**src/hw/rtl/lli_pkg.sv**
```systemverilog
// ----------------------------------------------------------------------------
// lli_pkg
// Shared constants, datapath command codes and status bundle for the
// log-log table interpolator.
// ----------------------------------------------------------------------------
package lli_pkg;

    localparam int TABLE_DEPTH = 256;
    localparam int FRAC_BITS   = 16;

    localparam int ADDR_W  = $clog2(TABLE_DEPTH);
    localparam int CNT_W   = $clog2(TABLE_DEPTH + 1);
    localparam int CFG_W   = 9;
    localparam int IDX_W   = 8;
    localparam int TEMP_W  = 21;
    localparam int RATE_W  = 24;
    localparam int VAL_W   = 32;
    localparam int MANT_W  = 16;
    localparam int EXP_W   = 8;
    localparam int KEXP_W  = 5;
    localparam int PROD_W  = (TEMP_W + 1) + (RATE_W + 1);
    localparam int MAG_W   = PROD_W - 1;
    localparam int DCNT_W  = $clog2(MAG_W + 1);
    localparam int LR_W    = RATE_W + 3;
    localparam int FCNT_W  = $clog2(FRAC_BITS + 1);

    localparam logic [MANT_W-1:0] MANT_LO = MANT_W'(1 << (MANT_W - 1));
    localparam logic [MANT_W-1:0] MANT_HI = '1;
    localparam logic [TEMP_W-1:0] MANT_LOG_BASE = TEMP_W'((MANT_W - 1) << FRAC_BITS);
    localparam int EXP_MAX = (1 << (EXP_W - 1)) - 1;
    localparam int EXP_MIN = -(1 << (EXP_W - 1));

    localparam logic OPER_LOAD  = 1'b0;
    localparam logic OPER_QUERY = 1'b1;

    typedef enum logic [4:0] {
        OP_NONE,
        OP_ACCEPT,
        OP_LOGW,
        OP_RD0,
        OP_RDN,
        OP_CHK,
        OP_SADDR,
        OP_SCMP,
        OP_RDI,
        OP_RDIM,
        OP_SEL,
        OP_DEC,
        OP_DIVI,
        OP_DIV,
        OP_DIVF,
        OP_POWI,
        OP_PADDR,
        OP_PLOG,
        OP_OUT
    } t_dp_op;

    typedef struct packed {
        logic query;
        logic temp_zero;
        logic log_done;
        logic oor;
        logic lo_lt_hi;
        logic exact;
        logic t_le;
        logic div_done;
        logic m_lt;
        logic out_free;
    } t_dp_status;

endpackage

```
**src/hw/rtl/lli_ctrl.sv**
```systemverilog
// ----------------------------------------------------------------------------
// lli_ctrl
// Sequencer that steps the datapath through load, log2, node search,
// interpolation, division and mantissa search for one item at a time.
// ----------------------------------------------------------------------------
module lli_ctrl
    import lli_pkg::*;
(
    input  logic       i_clk,
    input  logic       i_rst_n,
    input  logic       i_in_valid,
    input  t_dp_status i_status,
    output t_dp_op     o_op,
    output logic       o_in_stall
);

    typedef enum logic [17:0] {
        S_IDLE  = 18'h00001,
        S_LOG   = 18'h00002,
        S_RD0   = 18'h00004,
        S_RDN   = 18'h00008,
        S_CHK   = 18'h00010,
        S_SRCH  = 18'h00020,
        S_SCMP  = 18'h00040,
        S_RDI   = 18'h00080,
        S_RDIM  = 18'h00100,
        S_SEL   = 18'h00200,
        S_DEC   = 18'h00400,
        S_DIVI  = 18'h00800,
        S_DIV   = 18'h01000,
        S_DIVF  = 18'h02000,
        S_POWI  = 18'h04000,
        S_PSRCH = 18'h08000,
        S_PLOG  = 18'h10000,
        S_FIN   = 18'h20000
    } t_state;

    t_state r_state, n_state;

    always_comb begin
        n_state = r_state;
        o_op    = OP_NONE;
        case (r_state)
            S_IDLE: begin
                if (i_in_valid) begin
                    o_op = OP_ACCEPT;
                    if (i_status.query && !i_status.temp_zero) begin
                        n_state = S_LOG;
                    end else begin
                        n_state = S_FIN;
                    end
                end
            end
            S_LOG: begin
                o_op = OP_LOGW;
                if (i_status.log_done) begin
                    n_state = S_RD0;
                end
            end
            S_RD0: begin
                o_op    = OP_RD0;
                n_state = S_RDN;
            end
            S_RDN: begin
                o_op    = OP_RDN;
                n_state = S_CHK;
            end
            S_CHK: begin
                o_op    = OP_CHK;
                n_state = i_status.oor ? S_FIN : S_SRCH;
            end
            S_SRCH: begin
                if (i_status.lo_lt_hi) begin
                    o_op    = OP_SADDR;
                    n_state = S_SCMP;
                end else begin
                    o_op    = OP_RDI;
                    n_state = S_RDIM;
                end
            end
            S_SCMP: begin
                o_op    = OP_SCMP;
                n_state = S_SRCH;
            end
            S_RDI: begin
                o_op    = OP_RDI;
                n_state = S_RDIM;
            end
            S_RDIM: begin
                o_op    = OP_RDIM;
                n_state = S_SEL;
            end
            S_SEL: begin
                o_op    = OP_SEL;
                n_state = S_DEC;
            end
            S_DEC: begin
                o_op = OP_DEC;
                if (i_status.exact || i_status.t_le) begin
                    n_state = S_POWI;
                end else begin
                    n_state = S_DIVI;
                end
            end
            S_DIVI: begin
                o_op    = OP_DIVI;
                n_state = S_DIV;
            end
            S_DIV: begin
                o_op = OP_DIV;
                if (i_status.div_done) begin
                    n_state = S_DIVF;
                end
            end
            S_DIVF: begin
                o_op    = OP_DIVF;
                n_state = S_POWI;
            end
            S_POWI: begin
                o_op    = OP_POWI;
                n_state = S_PSRCH;
            end
            S_PSRCH: begin
                o_op    = OP_PADDR;
                n_state = i_status.m_lt ? S_PLOG : S_FIN;
            end
            S_PLOG: begin
                o_op = OP_PLOG;
                if (i_status.log_done) begin
                    n_state = S_PSRCH;
                end
            end
            S_FIN: begin
                if (i_status.out_free) begin
                    o_op    = OP_OUT;
                    n_state = S_IDLE;
                end
            end
            default: begin
                n_state = S_IDLE;
            end
        endcase
    end

    always_ff @(posedge i_clk) begin
        if (!i_rst_n) begin
            r_state <= S_IDLE;
        end else begin
            r_state <= n_state;
        end
    end

    assign o_in_stall = (r_state != S_IDLE);

endmodule

```
**config.mk**
```make
export PLATFORM = sky130hd
export DESIGN_NAME = lli_ctrl
export DESIGN_NICKNAME = d
export VERILOG_FILES = /design/src/hw/rtl/lli_pkg.sv /design/src/hw/rtl/lli_ctrl.sv
export SDC_FILE = /design/constraint.sdc
export NUM_CORES = 1
export LEC_CHECK = 0
export BUFFER_PORTS_ARGS = -buffer_cell sky130_fd_sc_hd__buf_2
export CAP_MARGIN = 20
export CORE_UTILIZATION = 45
export DETAILED_ROUTE_END_ITERATION = 8
export GPL_ROUTABILITY_DRIVEN = 1
export PLACE_DENSITY = 0.66
export SYNTH_ARGS = -nofsm -noshare
export SYNTH_HDL_FRONTEND = slang
export SYNTH_SLANG_ARGS = --single-unit
```
**constraint.sdc**
```tcl
create_clock -name i_clk -period 2.5 [get_ports i_clk]
set_clock_uncertainty 0.15 [all_clocks]
set_input_delay 0.375 -clock i_clk [delete_from_list [all_inputs] [get_ports i_clk]]
set_output_delay 0.375 -clock i_clk [all_outputs]
set_load 0.02 [all_outputs]
```
== After elaboration in Yosys (flattened, before gate mapping) ==
Cells that the tools add are included.
Storage, ports and cells
  flip-flop bits (word level): 18
  input bits: 13
  logic and storage cells: 44
Cells by class
  equality and inequality tests: 24
  mux-type cells: 15
  reductions and logical operators: 4
Operators by type and width (count)
  18-bit one-hot mux with 18 select lines: 1
  18-bit 2-to-1 mux: 8
  5-bit one-hot mux with 18 select lines: 1
  18-bit by 1-bit == test with 1-bit output, second input constant: 1
  18-bit by 10-bit == test with 1-bit output, second input constant: 1
  18-bit by 11-bit == test with 1-bit output, second input constant: 1
  18-bit by 12-bit == test with 1-bit output, second input constant: 1
  18-bit by 13-bit == test with 1-bit output, second input constant: 1
  18-bit by 14-bit == test with 1-bit output, second input constant: 1
  18-bit by 15-bit == test with 1-bit output, second input constant: 1
  18-bit by 16-bit == test with 1-bit output, second input constant: 1
  18-bit by 17-bit == test with 1-bit output, second input constant: 1
  18-bit == test, second input constant: 1
  18-bit by 2-bit == test with 1-bit output, second input constant: 1
  18-bit by 3-bit == test with 1-bit output, second input constant: 1
  18-bit by 4-bit == test with 1-bit output, second input constant: 1
  18-bit by 5-bit == test with 1-bit output, second input constant: 1
  18-bit by 6-bit == test with 1-bit output, second input constant: 1
  18-bit by 7-bit == test with 1-bit output, second input constant: 1
  18-bit by 8-bit == test with 1-bit output, second input constant: 1
  18-bit by 9-bit == test with 1-bit output, second input constant: 1
  18-bit by 1-bit != test with 1-bit output, second input constant: 1
  15-bit 2-to-1 mux: 1
  2-bit != test, second input constant: 5
  other kinds (8): 8

== Logic depth before layout (Yosys ltp) ==
  depth in word-level cells: 5
  gate-level depth with buffers: 7

== Least setup slack after synthesis ==
Ideal clock, no wire load.
  path type: register to output
  start: register r_state[14]
  end: output port o_op[3]
  arrival time: 1.938 ns
  data required time: 1.975 ns
  path slack: 0.037 ns
  stages on the path, launching flop included: 6
  buffers on the path: 1
  path through: dfxtp_1 -> buf_2 -> or4_4 -> nor4_1 -> nand3_1 -> o2111ai_1
Between the ends
  word-level cells in the longest chain between the ends: 2
  elaborated cells between the ends (all ways): 19
  classes of those cells: 18 x eq/ne; 1 x mux
Ends and longest elaborated chain
  start, declared: RTL line lli_ctrl.sv:38  | t_state r_state, n_state;
  start signal, assigned: RTL line lli_ctrl.sv:149  | r_state <= n_state;
  18-bit == test (tied with other cells): RTL line lli_ctrl.sv:43  | case (r_state)
  5-bit one-hot mux with 18 select lines (*): RTL line lli_ctrl.sv:43
  end, declared: RTL line lli_ctrl.sv:13  | output t_dp_op o_op,
Mark *: on every way between the ends. The rest lies on a longest branch, timed or not.

== Final worst setup path ==
  start: register r_state[14]
  end: output port o_op[0]
Same word-level chain as after synthesis.

==> qor.csv <==
stage,metric,value,unit
floorplan,Initial Util,0.4825,
place,placed cell count,220,
critical_path,Crit. End Element,output pin,
detailed_routing,First DRT Iteration DRCs,95,
critical_path,CP startpoint kind,flip-flop,
cts,Root Buffer,clkbuf_4,
floorplan,Rows,18,
cts,clock latency on the worst-skew pair,0.30,ns
detailed_routing,post-route ant nets,0,
run_status,status,finished with violations,
detailed_routing,final wirelength,4070,µm
floorplan,DIE AREA,2891,µm²
final_layout,fin cells,232,
final_layout,Largest regs,r_state x17,
synthesis,Main synth FF type,dfxtp_1,
synthesis,synth unique cells,47,
timing,Worst Tran Pin Value,0.4515,ns
critical_path,most frequent cell on the critical path,or4_4,
timing,Slew HR,0.6962,
critical_path,crit path max fanout,3,
final_layout,Finished Core Util,0.6962,
place,GPL Wtd Cong,0.9620,
place,Buffers on Ports,18,
synthesis,Syn Area/Cell,8.205,µm²
run,Max-Cap Viols,0,
floorplan,Core Region,2500,µm²
power,total power,0.0007650,W
critical_path,critical path data required time,1.98,ns
power,Max IR drop VDD,0.0005604,V
critical_path,Critical-path top delay cell,or4_4,
final_layout,Ant. Diodes,0,
cts,htree depth,1,
final_layout,multi-input combinational cell area,890.9,µm²
final_layout,most flop-heavy register,r_state,
critical_path,WP buf/inv,1,
final_layout,nets@finish,216,
synthesis,Synth area leaders,"dfxtp_1 (28%), nand4_1 (5.2%), nor4b_1 (5.1%)",
power,pwr/cell area,439.5,nW/µm²
timing,Hold Fails Final Rpt,0,
final_layout,share of layout cells above drive strength 1,0.4455,
cts,Post-CTS Hold Buffers,0,
floorplan,DIE HEIGHT,53.77,µm
detailed_routing,routed length per instance,17.54,µm
global_route,All-Layer GR Usage,0.2924,
critical_path,kind of critical path,flip-flop to output pin,
cts,"Clk pin slew, worst setup/hold paths",0.10,ns
place,pre-CTS setup slack,-0.03223,ns
synthesis,sequential-to-total area share from yosys stat,0.2822,
synthesis,Synth warnings,0,
global_route,antenna violations before repair,0,
final_layout,Fillers,203,
synthesis,Yosys reg bits,17,
timing,"Min Clock Period, post-route",2.773,ns
global_route,largest net degree at the start of global routing,10,
timing,PnR worst setup slack,-0.2731,ns
final_layout,most frequent cells in the layout,"buf_4 (37), buf_2 (13), nor2_1 (12)",
detailed_routing,Vias/cell,6.224,
timing,max frequency,360.6,MHz
cts,CTS Sinks,17,
synthesis,Synth top area share,0.2822,
cts,TritonCTS clock tree,done,
synthesis,async set-reset flop share out of synthesis,0,
timing,max-slew violation count,0,
global_route,first-pass GRT wire length,5858,µm
power,static leakage,0.7563,nW
global_route,GRT overflow,0,
synthesis,leading area contributor after synthesis,dfxtp_1,
global_route,vias in the first global route,1250,
synthesis,Post-synth EDFFs,0,
critical_path,cell family with most CP delay,simple AND/OR/NAND/NOR gates,
final_layout,register area,352.8,µm²
detailed_routing,Remaining DRCs,0,
timing,Tcrit/Tclk final,1.109,
floorplan,io pins,19,
floorplan,Die Wd,53.77,µm
final_layout,P&R area growth vs syn,44.29,%
detailed_routing,TritonRoute pass-1 iters,6,
critical_path,CP max stage delay,0.59,ns
detailed_routing,vias after detailed routing,1444,
critical_path,critical path arrival,2.25,ns
final_layout,"commonest non-fill, non-tap cell in the layout",buf_4,
timing,RSZ-0062 raised after global routing,yes,
timing,# setup viols final,4,
timing,Hold Worst Slack,0.09457,ns
cts,clock buffer count from CTS,3,
run_status,failing checks,setup timing,
min_path,worst hold path class,primary input to flip-flop,
critical_path,CP cell instances,or4_4 -> or4_4 -> a21oi_4 -> or2_2 -> a2111o_1 -> buf_6,
place,post-DP HPWL,3008,µm
synthesis,Synth Instances,147,
synthesis,Post-Synthesis Cell Area,1206,µm²
final_layout,number of flip-flops in the largest register,17,
cts,Clock Path Buffers,2,
synthesis,Synth Net Count,160,
==> kinds of logic after synthesis <==
group	Yosys count	synth area share
compound gates	23	0.1338
xor+xnor	3	0.02179
buf+inv	9	0.03008
flops	17	0.2822
mux	1	0.008299
simple gates	94	0.5239
==> final timing paths <==
kind | start | to | slack (ns) | depth (start not counted)
max | r_state[14] | o_op[0] | -0.27 | 6
min | i_status[4] | r_state[11] | 0.09 | 2
max reg2reg | r_state[14] | r_state[17] | 0.11 | 6
min reg2reg | r_state[1] | r_state[1] | 0.37 | 2
==> power by group <==
| group | internal (W) | switching [W] |
|---|---|---|
| sequential | 0.000279 | 0.0000154 |
| clock | 0.0000622 | 0.0000925 |
| combinational | 0.000150 | 0.000165 |
==> through the flow <==
stage	instance area, µm²	TNS [ns]
finish	1740	-0.8654
global route	1740	-1.119
CTS	1652	-0.6637
detailed placement	1541	-0.03223
global placement	1541	0
floorplan	1206	0
==> metal layers <==
layer	part of all wire	up-vias	global-route usage	wire [µm]
met5	0	-	0	0
met4	0.020	0	0.09649	81
met3	0.085	10	0.05085	347
met2	0.47	79	0.4835	1905
met1	0.43	663	0.3799	1734
li1	-	692	-	-
==> timing repair <==
item,CTS,global route
buffers inserted,3,5
endpoints found under the setup margin,5,5
pin swaps,5,9
resized for setup,18,15
==> synth_stat cells (2+ instances only) <==
library cell  instances
dfxtp_1              17
nor2_1               12
nand4_1              10
nand2_1               8
nor4_1                7
nor4b_1               7
a21oi_1               6
nand3_1               6
nor3_1                6
nand2b_1              4
nor3b_1               4
o21ai_0               4
or2_2                 4
or4_1                 4
clkbuf_1              3
inv_1                 3
nand3b_1              3
buf_2                 2
nand4b_1              2
nor2b_1               2
nor4_4                2
o2111ai_1             2
o22ai_1               2
or3_1                 2
or4_4                 2
xor2_1                2
==> cell type report <==
class	count	share of cell area
multi-input cells	121	0.5119
repair buffers	57	0.2423
flip-flops and latches	17	0.2027
well taps	30	0.02157
clock buffers	4	0.01510
inverters	3	0.006470
Power figures use the tool's default switching activity.
